===== src/hdl/bfdh_pkg.sv =====
`default_nettype none
package bfdh_pkg;

    localparam int WORD_COUNT = 1024;
    localparam int WORD_AW    = $clog2(WORD_COUNT);
    localparam int MAX_PROBES = 16;
    localparam int BITS_W     = 17;
    localparam int PROBES_W   = 5;
    localparam int PROBE_IW   = $clog2(MAX_PROBES);
    localparam int HASH_W     = 64;
    localparam int CFG_IDX_W  = 4;
    localparam int CFG_DATA_W = 32;
    localparam int DIV_RADIX  = 4;
    localparam int DIV_STEPS  = HASH_W / DIV_RADIX;
    localparam int DIV_CW     = $clog2(DIV_STEPS);

    localparam logic [BITS_W-1:0]   BIT_LIMIT   = BITS_W'(WORD_COUNT * 64);
    localparam logic [BITS_W-1:0]   BITS_RESET  = BITS_W'(65536);
    localparam logic [PROBES_W-1:0] PROBE_LIMIT = PROBES_W'(MAX_PROBES);
    localparam logic [PROBES_W-1:0] PROBE_RESET = PROBES_W'(7);

    typedef enum logic [CFG_IDX_W-1:0] {
        REG_BIT_COUNT   = 4'd0,
        REG_PROBE_COUNT = 4'd1
    } t_reg_idx;

    typedef enum logic {
        ACT_ADD   = 1'b0,
        ACT_QUERY = 1'b1
    } t_action;

    // One classified word handed from the front to the back.
    typedef struct packed {
        t_action               action;
        logic [HASH_W-1:0]     hash_first;
        logic [HASH_W-1:0]     hash_second;
        logic [BITS_W-1:0]     bits;
        logic [PROBES_W-1:0]   probes;
    } t_cmd;

endpackage
`default_nettype wire


===== src/hdl/bfdh_front.sv =====
`default_nettype none
module bfdh_front
    import bfdh_pkg::*;
(
    input  wire logic                  i_clk,
    input  wire logic                  i_rst_n,
    input  wire logic                  i_push,
    output logic                       o_full,
    input  wire logic                  i_action,
    input  wire logic [HASH_W-1:0]     i_hash_first,
    input  wire logic [HASH_W-1:0]     i_hash_second,
    input  wire logic                  i_cfg_valid,
    output logic                       o_cfg_ready,
    input  wire logic [CFG_IDX_W-1:0]  i_cfg_index,
    input  wire logic [CFG_DATA_W-1:0] i_cfg_data,
    input  wire logic                  i_take,
    input  wire logic                  i_clearing,
    output logic                       o_valid,
    output t_cmd                       o_cmd
);

    logic [BITS_W-1:0]   r_bit_count;
    logic [PROBES_W-1:0] r_probe_count;
    t_cmd                r_q [2];
    logic                r_wp;
    logic                r_rp;
    logic [1:0]          r_cnt;
    logic [BITS_W-1:0]   eff_bits;
    logic [PROBES_W-1:0] eff_probes;
    logic                accept;
    t_cmd                new_cmd;

    assign o_cfg_ready = 1'b1;

    always_ff @(posedge i_clk) begin
        if (!i_rst_n) begin
            r_bit_count   <= BITS_RESET;
            r_probe_count <= PROBE_RESET;
        end else if (i_cfg_valid) begin
            unique case (i_cfg_index)
                REG_BIT_COUNT:   r_bit_count   <= i_cfg_data[BITS_W-1:0];
                REG_PROBE_COUNT: r_probe_count <= i_cfg_data[PROBES_W-1:0];
                default: ;
            endcase
        end
    end

    // Zero and out-of-range settings are folded into legal values here.
    always_comb begin
        eff_bits = r_bit_count;
        if (r_bit_count == '0) begin
            eff_bits = BITS_W'(1);
        end else if (r_bit_count > BIT_LIMIT) begin
            eff_bits = BIT_LIMIT;
        end
        eff_probes = r_probe_count;
        if (r_probe_count == '0) begin
            eff_probes = PROBES_W'(1);
        end else if (r_probe_count > PROBE_LIMIT) begin
            eff_probes = PROBE_LIMIT;
        end
    end

    always_comb begin
        new_cmd.action      = t_action'(i_action);
        new_cmd.hash_first  = i_hash_first;
        new_cmd.hash_second = i_hash_second;
        new_cmd.bits        = eff_bits;
        new_cmd.probes      = eff_probes;
    end

    assign o_full  = (r_cnt == 2'd2) || i_clearing;
    assign accept  = i_push && !o_full;
    assign o_valid = (r_cnt != 2'd0);
    assign o_cmd   = r_q[r_rp];

    always_ff @(posedge i_clk) begin
        if (accept) begin
            r_q[r_wp] <= new_cmd;
        end
    end

    always_ff @(posedge i_clk) begin
        if (!i_rst_n) begin
            r_wp  <= 1'b0;
            r_rp  <= 1'b0;
            r_cnt <= 2'd0;
        end else begin
            if (accept) begin
                r_wp <= ~r_wp;
            end
            if (i_take) begin
                r_rp <= ~r_rp;
            end
            r_cnt <= r_cnt + 2'(accept) - 2'(i_take);
        end
    end

    a_cnt_bound: assert property (@(posedge i_clk) disable iff (!i_rst_n)
        r_cnt <= 2'd2)
        else $error("command queue count out of range");

    a_take_valid: assert property (@(posedge i_clk) disable iff (!i_rst_n)
        i_take |-> o_valid)
        else $error("command taken from empty queue");

    a_head_legal: assert property (@(posedge i_clk) disable iff (!i_rst_n)
        o_valid |-> (o_cmd.bits != '0 && o_cmd.bits <= BIT_LIMIT
                     && o_cmd.probes != '0 && o_cmd.probes <= PROBE_LIMIT))
        else $error("queued command carries illegal sizes");

endmodule
`default_nettype wire


===== config.mk =====
export PLATFORM = sky130hd
export DESIGN_NAME = bfdh_front
export DESIGN_NICKNAME = d
export VERILOG_FILES = /design/src/hdl/bfdh_pkg.sv /design/src/hdl/bfdh_front.sv
export SDC_FILE = /design/constraint.sdc
export NUM_CORES = 1
export LEC_CHECK = 0
export BUFFER_PORTS_ARGS = -buffer_cell sky130_fd_sc_hd__buf_2
export CAP_MARGIN = 20
export CORE_AREA = 5 5 186 152
export CTS_CLUSTER_SIZE = 24
export DETAILED_ROUTE_END_ITERATION = 6
export DIE_AREA = 0 0 191 157
export PLACE_DENSITY = 0.74
export RECOVER_POWER = 100
export SYNTH_ARGS = -nofsm -noshare
export SYNTH_HDL_FRONTEND = slang
export SYNTH_SLANG_ARGS = --single-unit

===== constraint.sdc =====
create_clock -name i_clk -period 7.8 [get_ports i_clk]
set_input_delay 0.78 -clock i_clk [delete_from_list [all_inputs] [get_ports i_clk]]
set_output_delay 0.78 -clock i_clk [all_outputs]
set_load 0.01 [all_outputs]

==> run summary <==
status -> finished, violations left
failing checks -> capacitance limit, slew limit
vias in the first global route -> 6,775
CTS root buf -> clkbuf_16
largest net degree at the start of global routing -> 84
number of hold buffers added after CTS -> 0
xor/xnor share of the synthesized area -> 0.144%
Worst Path Arrival -> 5140 ps
Hold Vio Cnt, Final -> 0
Syn. warnings -> 0
die footprint -> 30,000 um2
DP HPWL -> 17.0 mm
Post-synth EDFFs -> 302
H-Tree Depth -> 1
CTS Buffer Depth -> 3
Reg-to-Reg Start -> r_cnt[1]$_SDFF_PN0_
commonest non-fill, non-tap cells in the layout -> 302 x edfxtp_1, 206 x clkbuf_1, 147 x mux2_2, 105 x buf_2, 31 x clkbuf_16
Vias/cell -> 5.04
design area -> 14,800 um2
DRT Pass-1 Iters -> 4
initial antenna violation count -> 6
most common library cell in the layout ignoring fill and taps -> edfxtp_1
post-CTS resize count -> 0
placed cell count -> 1,273
DR vias -> 6,712
final worst-path cycle share -> 65.2%
adder-cell area share of the yosys netlist -> 0.206%
Psw -> 0.835 mW
headroom to the max-slew limit -> -162%
cell taking the most area after synthesis -> edfxtp_1
post-synthesis simple-gate area fraction -> 3.15%
core area -> 26,100 um2
share of the synthesized area in the top cell type -> 74.6%
Async S/R FF share, synth -> 0%
crit path launch type -> register
Pwr per Cell Area -> 262 nW/um2
Unique masters post-synth -> 30
clock latency on the worst-skew pair -> 540 ps
Hold WS -> 423 ps
synth top area cells -> edfxtp_1 75%, mux2_2 14%, dfxtp_1 4.4%, nand3_1 1.1%, o21ai_1 0.82%
actual slew at the worst max-slew pin -> 3940 ps
Worst R2R Setup Slack -> 2720 ps
WL final -> 25.3 mm
WP data required -> 7860 ps
RSZ-0062 raised after global routing -> no
Max IR drop VDD -> 0.170 mV
Port Buf Inserts -> 308
Hold Crit Depth -> 1
worst hold path startpoint -> i_hash_second[25]
Cells after Synth -> 633
num ports -> 325
Site Rows -> 53
max-slew violations -> 139
Post-DRT Antenna Nets -> 0
switching share of total power -> 21.6%
clk_skew -> 9.34 ps
Flop pwr share -> 52.4%
Net count, final -> 1,122
Layout area overhead -> 21.8%
post-synthesis register bit count -> 329
setup repair bufs after CTS -> 0
clk sinks -> 329
max capacitance violation total -> 2
largest family of logic cells by synthesized area -> multiplexers
share of layout cells above drive strength 1 -> 31.6%
sequential area share after synthesis -> 79.1%
first-pass GRT wire length -> 37.1 mm
Hold Crit Class -> in2reg
P_leak -> 4.95 nW
GR Util All Layers -> 15.7%
CP endpoint kind -> register
internal power -> 3.04 mW
Starting Density -> 46.6%
Die W -> 191 um
CTS Buf Count -> 31
Setup TNS -> 0 ps
Final Setup Violations -> 0
crit path time final -> 5080 ps
CTS tree -> done
Post-Layout Cell Count -> 1,331
Synth Area in Compound Gates -> 1.89%
mean post-synth cell area -> 19.2 um2
Iter 0 DRT Violations -> 427
Placement Cell Area -> 14,000 um2
gpl congestion -> 0.783
clk slew on worst S/H paths -> 60 ps
critical path class -> reg2reg
r2r endpoint -> r_q[0][4]$_DFFE_PP_
GRT overflow -> 0
ys flop type -> edfxtp_1
CP Max Fanout -> 83
WHS Endpoint -> r_q[0][47]$_DFFE_PP_
net count after synthesis -> 806
DRC violation count after routing -> 0
Fmax -> 0.197 GHz
Vert. Die Dim -> 157 um
mux contribution to synthesized area -> 14.0%
synthesized area -> 12,200 um2
Comb pwr share -> 9.1%
part of the power in the clock network -> 38.5%
r2r worst-path depth -> 4
DR WL/cell -> 19.0 um
## worst max path at each step
stage	from	end	slack, ps	depth (start not counted)
2_1_floorplan	i_push	r_q[1][0]$_DFFE_PP_	2220	3
3_3_place_gp	i_clearing	r_q[0][57]$_DFFE_PP_	4310	4
3_5_place_dp	i_clearing	r_q[0][4]$_DFFE_PP_	4290	4
4_1_cts	register	o_cmd[111]	4490	3
5_1_grt	r_cnt[1]$_SDFF_PN0_	r_q[1][117]$_DFFE_PP_	2230	4
6_report	r_cnt[1]$_SDFF_PN0_	r_q[0][4]$_DFFE_PP_	2720	4
## layer usage
| metal | vias to the layer above | GRT usage (%) | wire [um] |
|---|---|---|---|
| li1 | 3095 | - | - |
| met1 | 3272 | 19.4 | 9930 |
| met2 | 280 | 26.5 | 11900 |
| met3 | 55 | 6.10 | 2770 |
| met4 | 10 | 3.66 | 632 |
| met5 | - | 0 | 69 |
## sequential cells by signal (all words and copies together) (netlist names), named ones only
name,count
r_cnt,2
r_rp,1
r_wp,1
r_q,302
r_bit_count,17
r_probe_count,5
## cells in the mapped netlist, types with 4 or more instances
master,n
nor2_1,7
clkbuf_1,9
inv_1,7
dfxtp_1,27
nand3_1,26
nor2b_1,15
and2b_1,4
nor4_1,4
o21ai_1,20
buf_2,18
edfxtp_1,302
mux2_2,151
a21oi_1,19
## final cells by class
class | instances | area, um2
diodes | 1 | 2.50
clock buffers | 32 | 779
clock inverters | 25 | 245
fillers | 2102 | 11300
inverters | 7 | 31.3
multi-input cells | 266 | 2360
flip-flops and latches | 329 | 9610
well taps | 357 | 447
repair buffers | 314 | 1330
## power groups by stage
stage / clock, mW / sequential, mW / combinational, mW
floorplan: 0 / 2.06 / 0.215
global placement: 0 / 2.06 / 0.372
detailed placement: 0 / 2.06 / 0.377
CTS: 1.54 / 2.03 / 0.380
global route: 1.60 / 2.03 / 0.382
finish: 1.49 / 2.03 / 0.351
## kinds of logic after synthesis
family | after synthesis
other cells | 1
fa+ha+maj | 2
flops | 329
buf+inv | 38
simple gates | 66
mux | 151
compound gates | 44
xor+xnor | 2
## per-stage QoR
step,setup WS (ps),util [%],total power [mW]
floorplan,2220,-,2.28
global placement,4310,53.9,2.43
detailed placement,4290,53.9,2.44
CTS,4490,57.8,3.95
global route,2230,56.8,4.02
finish,2720,56.8,3.87
## critical path, cell delays in order (launching register included)
cell and delay, ps:
dfxtp_1 330, nor2b_1 170, or4_1 510, inv_6 580, clkbuf_1 2810
No activity file was read; power rests on OpenSTA's default activity.
